[src/rtl/core/swd_hte_pkg.sv]
`timescale 1ns / 1ps
// ----------------------------------------------------------------------------
// swd_hte_pkg
// Types and constants of the serial wire debug host transfer engine.
// ----------------------------------------------------------------------------
package swd_hte_pkg;

   localparam int PhaseWidth = 4;
   localparam int CountWidth = 7;

   localparam logic [PhaseWidth-1:0] PH_IDLE   = 4'd0;
   localparam logic [PhaseWidth-1:0] PH_ONES_A = 4'd1;
   localparam logic [PhaseWidth-1:0] PH_SWITCH = 4'd2;
   localparam logic [PhaseWidth-1:0] PH_ONES_B = 4'd3;
   localparam logic [PhaseWidth-1:0] PH_ZEROS  = 4'd4;
   localparam logic [PhaseWidth-1:0] PH_REQ    = 4'd5;
   localparam logic [PhaseWidth-1:0] PH_ACK    = 4'd6;
   localparam logic [PhaseWidth-1:0] PH_WDATA  = 4'd7;
   localparam logic [PhaseWidth-1:0] PH_WPAR   = 4'd8;
   localparam logic [PhaseWidth-1:0] PH_WIDLE  = 4'd9;
   localparam logic [PhaseWidth-1:0] PH_RDATA  = 4'd10;
   localparam logic [PhaseWidth-1:0] PH_RPAR   = 4'd11;
   localparam logic [PhaseWidth-1:0] PH_RIDLE  = 4'd12;
   localparam logic [PhaseWidth-1:0] PH_FAIL   = 4'd13;

   localparam logic [1:0] FUNC_WRITE = 2'd0;
   localparam logic [1:0] FUNC_READ  = 2'd1;
   localparam logic [1:0] FUNC_RESET = 2'd2;

   localparam logic [15:0] SWITCH_CODE = 16'he79e;
   localparam logic [2:0]  ACK_OK      = 3'b001;
   localparam logic [3:0]  RETRY_RESET = 4'd15;

   localparam logic [CountWidth-1:0] LEN_LINE   = 7'd64;
   localparam logic [CountWidth-1:0] LEN_SWITCH = 7'd16;
   localparam logic [CountWidth-1:0] LEN_REQ    = 7'd8;
   localparam logic [CountWidth-1:0] LEN_ACK    = 7'd3;
   localparam logic [CountWidth-1:0] LEN_WORD   = 7'd32;

   localparam logic REG_RETRY_LIMIT = 1'b0;

   typedef struct packed {
      logic        start_req;
      logic [1:0]  func;
      logic        ap_sel;
      logic [1:0]  reg_addr;
      logic [31:0] wdata;
      logic        swdio_in;
   } req_payload_type;

   typedef struct packed {
      logic        clock_pulse;
      logic        swdio_out;
      logic        swdio_drive;
      logic        busy_res;
      logic        done_res;
      logic        ok;
      logic [31:0] rdata;
      logic [2:0]  ack_code;
   } rsp_payload_type;

endpackage

[src/rtl/core/swd_host_transfer_engine_core.sv]
`timescale 1ns / 1ps
// ----------------------------------------------------------------------------
// swd_host_transfer_engine_core
// Serial wire debug host bit sequencer: one SWCLK period per item while a transfer runs.
// Output: the result of an item is registered in the output register when
// the item is taken. Throughput: one item per cycle while the output is not
// stalled; the single bit step of the phase sequencer is the whole per-item path.
// Reset: synchronous, active high; sequencer idle, line released, retry
// limit 15.
// ----------------------------------------------------------------------------
module swd_host_transfer_engine_core
   import swd_hte_pkg::*;
(
   input  logic            clock,
   input  logic            reset,
   input  logic            req_valid,
   output logic            req_stall,
   input  req_payload_type req_payload,
   output logic            rsp_valid,
   input  logic            rsp_stall,
   output rsp_payload_type rsp_payload,
   input  logic            psel,
   input  logic            penable,
   input  logic            pwrite,
   input  logic [2:0]      paddr,
   input  logic [31:0]     pwdata,
   output logic [31:0]     prdata,
   output logic            pready
);

   logic [3:0]            retry_limit_ff;
   logic                  line_out_ff, line_out_in;
   logic [PhaseWidth-1:0] phase_ff, phase_in;
   logic [CountWidth-1:0] count_ff, count_in;
   logic [31:0]           shift_ff, shift_in;
   logic [2:0]            ack_ff, ack_in;
   logic [3:0]            attempt_ff, attempt_in;
   logic [1:0]            func_ff, func_in;
   logic                  ap_ff, ap_in;
   logic [1:0]            addr_ff, addr_in;
   logic                  parity_ff, parity_in;

   logic            rsp_valid_ff;
   rsp_payload_type rsp_payload_ff, rsp_payload_in;

   logic                  accept;
   logic                  is_idle;
   logic                  phase_drv;
   logic                  rnw;
   logic [7:0]            req_byte;
   logic [CountWidth-1:0] count_inc;
   logic [3:0]            attempt_inc;
   logic                  dio;
   logic                  drv;

   assign pready    = 1'b1;
   assign prdata    = (paddr[2] == REG_RETRY_LIMIT) ? {28'd0, retry_limit_ff} : 32'd0;
   assign req_stall = rsp_valid_ff & rsp_stall;
   assign accept    = req_valid & ~req_stall;
   assign rsp_valid = rsp_valid_ff;
   assign rsp_payload = rsp_payload_ff;

   assign is_idle     = (phase_ff < PH_ONES_A) || (phase_ff > PH_FAIL);
   assign phase_drv   = !(phase_ff == PH_ACK || phase_ff == PH_RDATA || phase_ff == PH_RPAR);
   assign rnw         = (func_ff != FUNC_WRITE);
   assign req_byte    = {1'b1, 1'b0, ap_ff ^ rnw ^ addr_ff[0] ^ addr_ff[1],
                         addr_ff[1], addr_ff[0], rnw, ap_ff, 1'b1};
   assign count_inc   = count_ff + 7'd1;
   assign attempt_inc = attempt_ff + 4'd1;

   always_comb begin
      line_out_in = line_out_ff;
      phase_in    = phase_ff;
      count_in    = count_ff;
      shift_in    = shift_ff;
      ack_in      = ack_ff;
      attempt_in  = attempt_ff;
      func_in     = func_ff;
      ap_in       = ap_ff;
      addr_in     = addr_ff;
      parity_in   = parity_ff;
      dio         = 1'b0;
      drv         = 1'b0;
      rsp_payload_in = '0;
      rsp_payload_in.busy_res = 1'b1;

      if (is_idle) begin
         phase_in = PH_IDLE;
         rsp_payload_in.busy_res = 1'b0;
         drv = line_out_ff;
         if (req_payload.start_req && req_payload.func <= FUNC_RESET) begin
            func_in    = req_payload.func;
            ap_in      = (req_payload.func == FUNC_RESET) ? 1'b0 : req_payload.ap_sel;
            addr_in    = (req_payload.func == FUNC_RESET) ? 2'd0 : req_payload.reg_addr;
            shift_in   = (req_payload.func == FUNC_WRITE) ? req_payload.wdata : 32'd0;
            count_in   = '0;
            attempt_in = '0;
            parity_in  = 1'b0;
            phase_in   = (req_payload.func == FUNC_RESET) ? PH_ONES_A : PH_REQ;
            rsp_payload_in.busy_res = 1'b1;
         end
      end else if (phase_drv != line_out_ff) begin
         // turnaround
         rsp_payload_in.clock_pulse = 1'b1;
         line_out_in = phase_drv;
      end else begin
         rsp_payload_in.clock_pulse = 1'b1;
         drv = line_out_ff;
         unique case (phase_ff)
            PH_ONES_A, PH_ONES_B, PH_ZEROS: begin
               dio      = (phase_ff != PH_ZEROS);
               count_in = count_inc;
               if (count_inc >= LEN_LINE) begin
                  count_in = '0;
                  phase_in = (phase_ff == PH_ONES_A) ? PH_SWITCH :
                             (phase_ff == PH_ONES_B) ? PH_ZEROS : PH_REQ;
               end
            end
            PH_SWITCH: begin
               dio      = SWITCH_CODE[count_ff[3:0]];
               count_in = count_inc;
               if (count_inc >= LEN_SWITCH) begin
                  count_in = '0;
                  phase_in = PH_ONES_B;
               end
            end
            PH_REQ: begin
               dio      = req_byte[count_ff[2:0]];
               count_in = count_inc;
               if (count_inc >= LEN_REQ) begin
                  count_in = '0;
                  phase_in = PH_ACK;
               end
            end
            PH_ACK: begin
               ack_in   = {req_payload.swdio_in, ack_ff[2:1]};
               count_in = count_inc;
               if (count_inc >= LEN_ACK) begin
                  count_in  = '0;
                  parity_in = 1'b0;
                  if (ack_in == ACK_OK) begin
                     phase_in = rnw ? PH_RDATA : PH_WDATA;
                  end else begin
                     phase_in = PH_FAIL;
                  end
               end
            end
            PH_WDATA: begin
               dio       = shift_ff[0];
               parity_in = parity_ff ^ shift_ff[0];
               shift_in  = {1'b0, shift_ff[31:1]};
               count_in  = count_inc;
               if (count_inc >= LEN_WORD) begin
                  count_in = '0;
                  phase_in = PH_WPAR;
               end
            end
            PH_WPAR: begin
               dio      = parity_ff;
               phase_in = PH_WIDLE;
            end
            PH_RDATA: begin
               shift_in  = {req_payload.swdio_in, shift_ff[31:1]};
               parity_in = parity_ff ^ req_payload.swdio_in;
               count_in  = count_inc;
               if (count_inc >= LEN_WORD) begin
                  count_in = '0;
                  phase_in = PH_RPAR;
               end
            end
            PH_RPAR: begin
               phase_in = (req_payload.swdio_in == parity_ff) ? PH_RIDLE : PH_FAIL;
               count_in = '0;
            end
            PH_WIDLE, PH_RIDLE: begin
               rsp_payload_in.done_res = 1'b1;
               rsp_payload_in.ok       = 1'b1;
               rsp_payload_in.rdata    = rnw ? shift_ff : 32'd0;
               phase_in = PH_IDLE;
            end
            default: begin
               // failed attempt: 32 idle zeros then retry or give up
               count_in = count_inc;
               if (count_inc >= LEN_WORD) begin
                  count_in   = '0;
                  attempt_in = attempt_inc;
                  if (attempt_inc >= retry_limit_ff) begin
                     rsp_payload_in.done_res = 1'b1;
                     rsp_payload_in.rdata    = rnw ? shift_ff : 32'd0;
                     phase_in = PH_IDLE;
                  end else begin
                     phase_in = PH_REQ;
                  end
               end
            end
         endcase
      end

      rsp_payload_in.swdio_drive = drv;
      rsp_payload_in.swdio_out   = drv & dio;
      rsp_payload_in.ack_code    = ack_in;
   end

   always_ff @(posedge clock) begin
      if (reset) begin
         retry_limit_ff <= RETRY_RESET;
         line_out_ff    <= 1'b0;
         phase_ff       <= PH_IDLE;
         count_ff       <= '0;
         shift_ff       <= '0;
         ack_ff         <= '0;
         attempt_ff     <= '0;
         func_ff        <= FUNC_WRITE;
         ap_ff          <= 1'b0;
         addr_ff        <= '0;
         parity_ff      <= 1'b0;
         rsp_valid_ff   <= 1'b0;
      end else begin
         if (psel && penable && pwrite && paddr[2] == REG_RETRY_LIMIT) begin
            retry_limit_ff <= pwdata[3:0];
         end
         if (accept) begin
            line_out_ff <= line_out_in;
            phase_ff    <= phase_in;
            count_ff    <= count_in;
            shift_ff    <= shift_in;
            ack_ff      <= ack_in;
            attempt_ff  <= attempt_in;
            func_ff     <= func_in;
            ap_ff       <= ap_in;
            addr_ff     <= addr_in;
            parity_ff   <= parity_in;
            rsp_valid_ff <= 1'b1;
         end else if (!rsp_stall) begin
            rsp_valid_ff <= 1'b0;
         end
      end
   end

   always_ff @(posedge clock) begin
      if (accept) begin
         rsp_payload_ff <= rsp_payload_in;
      end
   end

endmodule
[config.mk]
export PLATFORM = sky130hd
export DESIGN_NAME = swd_host_transfer_engine_core
export DESIGN_NICKNAME = d
export VERILOG_FILES = /design/src/rtl/core/swd_hte_pkg.sv /design/src/rtl/core/swd_host_transfer_engine_core.sv
export SDC_FILE = /design/constraint.sdc
export NUM_CORES = 1
export LEC_CHECK = 0
export BUFFER_PORTS_ARGS = -buffer_cell sky130_fd_sc_hd__buf_2
export CAP_MARGIN = 20
export CELL_PAD_IN_SITES_DETAIL_PLACEMENT = 1
export CELL_PAD_IN_SITES_GLOBAL_PLACEMENT = 1
export CORE_MARGIN = 3
export CORE_UTILIZATION = 40
export DETAILED_ROUTE_END_ITERATION = 6
export PLACE_DENSITY_LB_ADDON = 0.1
export SETUP_SLACK_MARGIN = 0.02
export SLEW_MARGIN = 10
export SYNTH_ARGS = -nofsm -noshare
export SYNTH_HDL_FRONTEND = slang
export SYNTH_SLANG_ARGS = --single-unit
[constraint.sdc]
create_clock -name clock -period 7.6 [get_ports clock]
set_input_delay 0.38 -clock clock [delete_from_list [all_inputs] [get_ports clock]]
set_output_delay 0.38 -clock clock [all_outputs]
set_load 0.02 [all_outputs]
==> results.yml, run 1 <==
placement:
  place_inst: 833
  port_buffers: 97
  gp_congestion: 0.844
  dp_hpwl_mm: 9.73
  dpl_cell_area_um2: 5940
yosys:
  ys_ff_latch: 104
  netlist_instances: 597
  synth_area_per_cell_um2: 9.13
  syn_area_um2: 5450
  synth_ff_type: "dfxtp_1"
  synthDistinctLibCells: 68
  yosysSeqAreaShare_pct: 45.7
  async_flop_share_pct: 0
  yosysWarningCount: 0
  synth_edf_count: 41
worst_setup_path:
  crit_type: "reg -> reg"
  path_max_fanout: 23
  cp.required_ns: 7.84
  cp-end-kind: "register"
  startpoint_type: "register"
  worst_ep_arrival_time_ns: 4.25
global_route:
  grt_util_met2_pct: 30.9
  grt_pass1_wl_mm: 22.9
  grt-busiest-layer: "met2"
  grt_use_met1_pct: 26.4
  grt_max_degree: 65
  grt.overflow.total: 0
  grt_pass1_vias: 4480
  grtUsageMet3_pct: 3.04
  grt_usage_pct: 19.0
  antenna_found_initial: 0
route:
  drc: 0
  ant_nets: 0
  vias: 4618
  drt-initial-drc-count: 316
  wire_per_inst_um: 16.8
  routed_wl_mm: 14.3
  drt-vias-per-instance: 5.44
  drt_pass1_iterations: 4
floorplanning:
  core_area_um2: 13300
  rows: 42
  die-area_um2: 15100
  die_w_um: 123
  die_y_um: 123
  io_pins: 157
  start_util_pct: 41.0
finish:
  diodes: 0
  area.growth.synth_to_final_pct: 14.4
  stdcell_count: 849
  drive_gt1_share_pct: 20.7
  final_nets: 760
  stdcell_area_um2: 6230
  regArea_um2: 2490
  fillCellCount: 1598
  multiInputGateArea_um2: 2650
sta:
  skew_ns: 0.00866
  timing.final.crit_share_pct: 52.8
  tightest_slew_ns: 1.01
  holdWs_ns: 0.248
  min_period_ns: 4.01
  fmax_mhz: 249
  setup_violations: 0
  slew_viol_final: 0
  rsz0062_at_grt: "no"
  fin_setup_tns_ns: 0
  report.final.hold_viol_count: 0
  relSlewSlack_pct: 32.4
min_path:
  min_path_type: "in -> reg"
clock_tree:
  clock-sinks: 104
  cts_made_buffers: 9
  clk_path_buf_depth: 2
  cts_tree: "built"
  cts-hold-fix-buffers: 0
  h-tree-depth: 3
  clk_latency_ns: 0.34
  post_cts_buffers: 0
  root_buffer: "clkbuf_16"
  cts.clk_slew.worst_paths_ns: 0.07
  cts_resized: 0
power_and_ir_drop:
  ir_worst_vdd_mv: 0.158
  power_w: 0.00188
  p_leak_nw: 2.49
  power-per-cell-area_nw_per_um2: 302
run:
  maxCapViolCount: 0
run_status:
  status: "finished, final reports clean"
## state kept, by name (all words and copies together), names as in the netlist, named ones only
register,flops
rsp_payload,41
retry_limit_ff,4
attempt_ff,4
parity_ff,1
func_ff,2
rsp_valid,1
phase_ff,4
addr_ff,2
count_ff,7
shift_ff,32
line_out_ff,1
ack_ff,3
ap_ff,1
## per-stage QoR
step                      setup slack [ns]  util [%]
after floorplan                       4.15         -
after global placement                3.66      44.7
after detailed placement              3.60      44.7
after CTS                             3.56      46.9
after global routing                  3.14      46.9
final                                 3.59      46.9
## power breakdown
part | switching, W | internal (W) | total [W]
clock | 0.000212 | 0.000258 | 0.000470
combinational | 0.000440 | 0.000214 | 0.000654
sequential | 0.0000944 | 0.000664 | 0.000758
## metal layers
metal	vias up	routed length [um]
li1	2240	-
met2	121	6690
met4	0	95
met1	2251	6700
met5	-	0
met3	6	796
## cells by family (layout without fill, tap and decap cells)
family | after synthesis | count (layout) | synth area share [%]
simple gates | 261 | 261 | 23.6
buf+inv | 82 | 131 | 7.76
xor+xnor | 8 | 8 | 1.29
mux | 14 | 14 | 2.64
flops | 104 | 104 | 45.7
other cells | 2 | 29 | 0.138
fa+ha+maj | 11 | 11 | 2.52
compound gates | 115 | 115 | 16.3
## worst paths after layout
kind / startpoint / end / slack (ns) / cells past startpoint
worst min register to register: retry_limit_ff[1] / retry_limit_ff[1] / 0.48 / 2
worst max-delay path: phase_ff[3] / register / 3.59 / 13
worst min-delay path: pwdata[1] / retry_limit_ff[1] / 0.25 / 3
worst max register to register: phase_ff[3] / register / 3.59 / 13
## critical path, cell delays in order, from the launching register on
cell,delay [ns]
dfxtp_1,0.79
inv_1,0.31
nor2_1,0.26
o21ai_0,0.16
ha_1,0.37
inv_1,0.10
and4_1,0.21
o21ai_2,0.43
nor2_1,0.08
a22oi_1,0.25
nor2_1,0.07
ha_1,0.30
or4b_1,0.42
o211a_1,0.12
## synthesized netlist by cell type (all sizes together) (4+ instances only)
| master | number | area share, % |
|---|---|---|
| a211oi | 4 | 0.78 |
| a21o | 5 | 0.69 |
| a21oi | 18 | 1.7 |
| a22oi | 5 | 0.69 |
| a311oi | 34 | 5.6 |
| a31oi | 5 | 0.57 |
| and2 | 36 | 4.1 |
| and3 | 7 | 0.80 |
| buf | 36 | 4.6 |
| clkbuf | 33 | 2.3 |
| dfxtp | 63 | 23 |
| edfxtp | 41 | 23 |
| ha | 11 | 2.5 |
| inv | 12 | 0.83 |
| mux2i | 11 | 2.0 |
| nand2 | 54 | 3.7 |
| nand2b | 6 | 0.69 |
| nand3 | 44 | 4.0 |
| nor2 | 71 | 4.9 |
| nor3 | 16 | 1.5 |
| o21ai | 15 | 1.7 |
| xnor2 | 5 | 0.80 |
## placed cells by master, fill, tap and decap left out, drive strengths merged, types with 4 or more instances in the layout
cell / n
buf: 102
nor2: 71
dfxtp: 63
nand2: 54
nand3: 44
edfxtp: 41
and2: 36
a311oi: 34
conb: 29
a21oi: 18
nor3: 16
o21ai: 15
inv: 14
mux2i: 11
ha: 11
clkbuf: 10
and3: 7
nand2b: 6
xnor2: 5
a22oi: 5
a31oi: 5
a21o: 5
a211oi: 4
clkinv: 4
## area by class of cell
cell class              instances  area share (%)
clock buffers                  10            3.67
clock inverters                 6            1.08
inverters                      13           0.783
multi-input cells             438            42.6
flip-flops and latches        104            40.0
well taps                     176            3.53
repair buffers                102            8.39
No activity file was read; power rests on OpenSTA's default activity.
==> run 2, diff against run 1 <==
- CORE_UTILIZATION: 40 -> 35
- clock period: 7.6 -> 3.6 ns (I/O delays scaled with it)
==> results.yml, run 2 (synthesis results as in run 1) <==
finish:
  fin_util_pct: 42.7
  drive_gt1_share_pct: 22.4
  largest_reg_flops: 41
  stdcell_area_um2: 6350
  diodes: 0
  final_nets: 773
  area.growth.synth_to_final_pct: 16.5
  final_common_cell: "buf_2"
  final_cell_mix: "buf_2, nor2_1, dfxtp_1, nand2_1, nand3_1"
  fillCellCount: 1751
placement:
  dp_hpwl_mm: 10.4
  port_buffers: 97
  dp_slack_ns: 0.369
  gp_congestion: 0.870
  dpl_cell_area_um2: 6060
worst_setup_path:
  setup.worst_path.start: "count_ff[0]"
  r2r_start: "count_ff[0]"
  cp_common_cell: "ha_1"
  cp.required_ns: 3.84
  rr_worst_depth: 11
  path_cells: "ha_1 > and3_1 > and4_1 > or3_1 > o311a_1 > nand2b_1 > a22oi_1 > nor2_1 > ha_1 > or4b_1 > o211a_1"
  cp-end-kind: "register"
  rrSetupSlack_ns: 0.35
  crit_slowest_cell: "dfxtp_1"
  worst_ep_arrival_time_ns: 3.50
  startpoint_type: "register"
  crit_buf_inv: 0
  path_max_fanout: 13
  crit_type: "reg -> reg"
  cpPeakStageDelay_ns: 0.44
  crit_family: "simple AND/OR/NAND/NOR gates"
global_route:
  grt_pass1_vias: 4579
  grt_max_degree: 65
  grt_usage_pct: 17.4
  grt.overflow.total: 0
  grt_pass1_wl_mm: 23.6
  antenna_found_initial: 1
power_and_ir_drop:
  p_leak_nw: 2.55
  ir_worst_vdd_mv: 0.413
  power-per-cell-area_nw_per_um2: 637
min_path:
  min_from: "pwdata[1]"
  whs_endpoint: "retry_limit_ff[1]"
  min_path_type: "in -> reg"
  hold_depth: 3
sta:
  slew_viol_final: 0
  rsz0062_at_grt: "no"
  fin_ws_ns: 0.346
  tightest_slew_ns: 0.664
  timing.final.crit_share_pct: 90.4
  relSlewSlack_pct: 54.6
  report.final.hold_viol_count: 0
  setup_violations: 0
  fmax_mhz: 307
  min_period_ns: 3.25
  skew_ns: 0.00768
  holdWs_ns: 0.0550
  fin_setup_tns_ns: 0
route:
  drt_pass1_iterations: 4
  ant_nets: 0
  drt-initial-drc-count: 259
  vias: 4622
  drc: 0
  drt-vias-per-instance: 5.31
  routed_wl_mm: 14.7
  wire_per_inst_um: 16.9
floorplanning:
  core_area_um2: 14900
  die_y_um: 131
  io_pins: 157
  start_util_pct: 36.7
  die-area_um2: 17100
  die_w_um: 131
  rows: 44
clock_tree:
  root_buffer: "clkbuf_16"
  cts.clk_slew.worst_paths_ns: 0.07
  clk_path_buf_depth: 2
  clock-sinks: 104
  post_cts_buffers: 0
  cts_resized: 0
  cts-hold-fix-buffers: 0
  cts_made_buffers: 9
  clk_latency_ns: 0.35
  cts_tree: "built"
  h-tree-depth: 3
run:
  maxCapViolCount: 0
run_status:
  status: "finished, final reports clean"
[run 2: cell count changes in the layout (fill, tap and decap cells not counted), sizes merged]
| cell | before | now |
|---|---|---|
| buf | 102 | 115 |
| clkinvlp | 0 | 2 |
| bufinv | 1 | 0 |
| clkinv | 4 | 3 |
[run 2: how the worst max path moves through the flow]
stage | to | slack [ns] | cells after the start
final | register | 0.35 | 11
after global routing | register | 0.02 | 11
after CTS | register | 0.35 | 11
after detailed placement | register | 0.37 | 11
after global placement | register | 0.41 | 11
after floorplan | register | 0.16 | 11
[run 2: final cells by class]
cell class	count	area, um^2	share of cell area, %
timing repair buffer	115	633	9.97
clock buffer	10	239	3.76
inverter	13	48.8	0.769
tap	184	230	3.63
clock inverter	6	51.3	0.808
sequential	104	2490	39.3
multi-input combinational	438	2650	41.8
[run 2: power by group]
group          leakage [nW]  internal (W)  switching, W  total, W
registers             0.927       0.00140      0.000138   0.00154
logic                  1.48      0.000517       0.00102   0.00153
clock network         0.139      0.000499      0.000474  0.000972
total                  2.55       0.00242       0.00163   0.00404
[run 2: routing by layer]
layer  wire length [um]  part of all wire (%)  vias up  track usage (%)
li1                   -                     -     2266                -
met1               7180                    49     2219             24.2
met2               6630                    45      121             28.1
met3                683                   4.7       14             2.72
met4                167                   1.1        2             4.78
met5                 13                 0.089        -                0
[run 2: worst min-delay path: cells and delay by family]
kind	cells	cell delay [ns]
buf+inv	1	0.08
mux	1	0.06
simple gates	1	0.06
[run 2: stage by stage]
| stage | total power, W | cells |
|---|---|---|
| after floorplan | 0.00264 | 624 |
| after global placement | 0.00307 | 854 |
| after detailed placement | 0.00310 | 854 |
| after CTS | 0.00408 | 870 |
| after global routing | 0.00433 | 870 |
| final | 0.00404 | 870 |
==> run 3, diff against run 2 <==
- BUFFER_PORTS_ARGS: -buffer_cell sky130_fd_sc_hd__buf_2 -> -buffer_cell sky130_fd_sc_hd__buf_4
- CORE_UTILIZATION: 35 -> 40
- clock period: 3.6 -> 4.07 ns (I/O delays scaled with it)
==> results.yml, run 3 (synthesis results as in run 1) <==
placement:
  dpl_cell_area_um2: 6260
  dp_hpwl_mm: 10.1
  port_buffers: 97
  gp_congestion: 0.857
worst_setup_path:
  worst_ep_arrival_time_ns: 3.64
  startpoint_type: "register"
  cp-end-kind: "register"
  crit_type: "reg -> reg"
  cp.required_ns: 4.32
  path_max_fanout: 13
run:
  maxCapViolCount: 0
global_route:
  grt_pass1_vias: 4511
  grt.overflow.total: 0
  grt_max_degree: 62
  grt_pass1_wl_mm: 23.2
  antenna_found_initial: 0
  grt_usage_pct: 19.5
power_and_ir_drop:
  p_sw_w: 0.00145
  ir_worst_vdd_mv: 0.369
  p_int_w: 0.00214
  p_leak_nw: 2.60
  power-per-cell-area_nw_per_um2: 547
  seq_power_share_pct: 37.8
  swShare_pct: 40.3
  clockPowerShare_pct: 23.6
  p_comb_share_pct: 38.6
clock_tree:
  cts-hold-fix-buffers: 0
  cts_made_buffers: 9
  cts.clk_slew.worst_paths_ns: 0.07
  root_buffer: "clkbuf_16"
  post_cts_buffers: 0
  h-tree-depth: 3
  clk_latency_ns: 0.36
  clock-sinks: 104
  clk_path_buf_depth: 2
  cts_resized: 0
  cts_tree: "built"
route:
  drc: 0
  wire_per_inst_um: 17.1
  drt_pass1_iterations: 4
  routed_wl_mm: 14.7
  vias: 4609
  drt-initial-drc-count: 324
  drt-vias-per-instance: 5.37
  ant_nets: 0
floorplanning:
  core_area_um2: 13300
  io_pins: 157
  die_y_um: 123
  die_w_um: 123
  start_util_pct: 41.0
  rows: 42
  die-area_um2: 15100
finish:
  largest_reg_flops: 41
  area.growth.synth_to_final_pct: 20.2
  fillCellCount: 1538
  fin_util_pct: 49.3
  final_common_cell: "buf_4"
  final_cell_mix: "buf_4, nor2_1, dfxtp_1, nand2_1, nand3_1"
  final_nets: 769
  stdcell_area_um2: 6550
  diodes: 0
  drive_gt1_share_pct: 22.0
sta:
  fin_setup_tns_ns: 0
  skew_ns: 0.00923
  rsz0062_at_grt: "no"
  relSlewSlack_pct: 53.1
  slew_viol_final: 0
  timing.final.crit_share_pct: 83.5
  tightest_slew_ns: 0.703
  fmax_mhz: 294
  report.final.hold_viol_count: 0
  setup_violations: 0
  min_period_ns: 3.40
min_path:
  min_path_type: "in -> reg"
run_status:
  status: "finished, final reports clean"
run 3: cell count changes in the layout (fill, tap and decap cells not counted):
| cell | before | now |
|---|---|---|
| clkbuf_8 | 1 | 0 |
| inv_6 | 0 | 1 |
| clkinv_8 | 0 | 1 |
| buf_4 | 17 | 110 |
| inv_8 | 2 | 1 |
| buf_2 | 97 | 0 |
run 3: area by class of cell:
type | count | area, um^2 | area share (%)
timing repair buffer | 111 | 846 | 12.9
clock buffer | 9 | 225 | 3.44
clock inverter | 7 | 65.1 | 0.993
multi-input combinational | 438 | 2650 | 40.5
inverter | 13 | 48.8 | 0.745
sequential | 104 | 2490 | 38.0
tap | 176 | 220 | 3.36
run 3: path summary, 6_finish.rpt:
path / from / to / slack, ns / depth (start not counted)
setup / recovery: phase_ff[2] / register / 0.67 / 13
hold / removal: req_valid / rsp_valid / 0.07 / 3
setup reg to reg: phase_ff[2] / register / 0.67 / 13
hold reg to reg: retry_limit_ff[2] / retry_limit_ff[2] / 0.49 / 2
run 3: power by group through the flow:
stage | clock network [W] | logic [W] | registers, W
2_1_floorplan | 0 | 0.000967 | 0.00137
3_3_place_gp | 0 | 0.00134 | 0.00137
3_5_place_dp | 0 | 0.00139 | 0.00137
4_1_cts | 0.000868 | 0.00140 | 0.00135
5_1_grt | 0.000920 | 0.00153 | 0.00137
6_report | 0.000847 | 0.00139 | 0.00135
run 3: routing by layer:
| layer | wire length (um) | share of wire [%] | GRT usage [%] | vias up |
|---|---|---|---|---|
| li1 | - | - | - | 2250 |
| met4 | 129 | 0.88 | 4.20 | 0 |
| met2 | 6840 | 46 | 31.2 | 122 |
| met1 | 6850 | 47 | 27.0 | 2225 |
| met3 | 894 | 6.1 | 4.70 | 12 |
| met5 | 0 | 0 | 0 | - |
run 3: critical path, stage by stage (launching register included):
cell	delay (ns)
dfxtp_1	0.56
buf_4	0.25
nor2_1	0.08
o21ai_0	0.22
ha_1	0.29
inv_1	0.11
and4_1	0.25
o21ai_2	0.17
and2_1	0.21
a21oi_1	0.20
nor2_1	0.07
ha_1	0.30
or4b_1	0.43
o211a_1	0.12
run 3: metrics by stage:
stage	std cells	setup slack (ns)	total power (W)	hold WS [ns]
final	858	0.673	0.00359	0.0669
after global routing	858	0.410	0.00383	0.0592
after CTS	858	0.708	0.00362	0.0595
after detailed placement	842	0.740	0.00276	0.429
after global placement	842	0.796	0.00271	0.418
after floorplan	624	0.627	0.00234	0.324
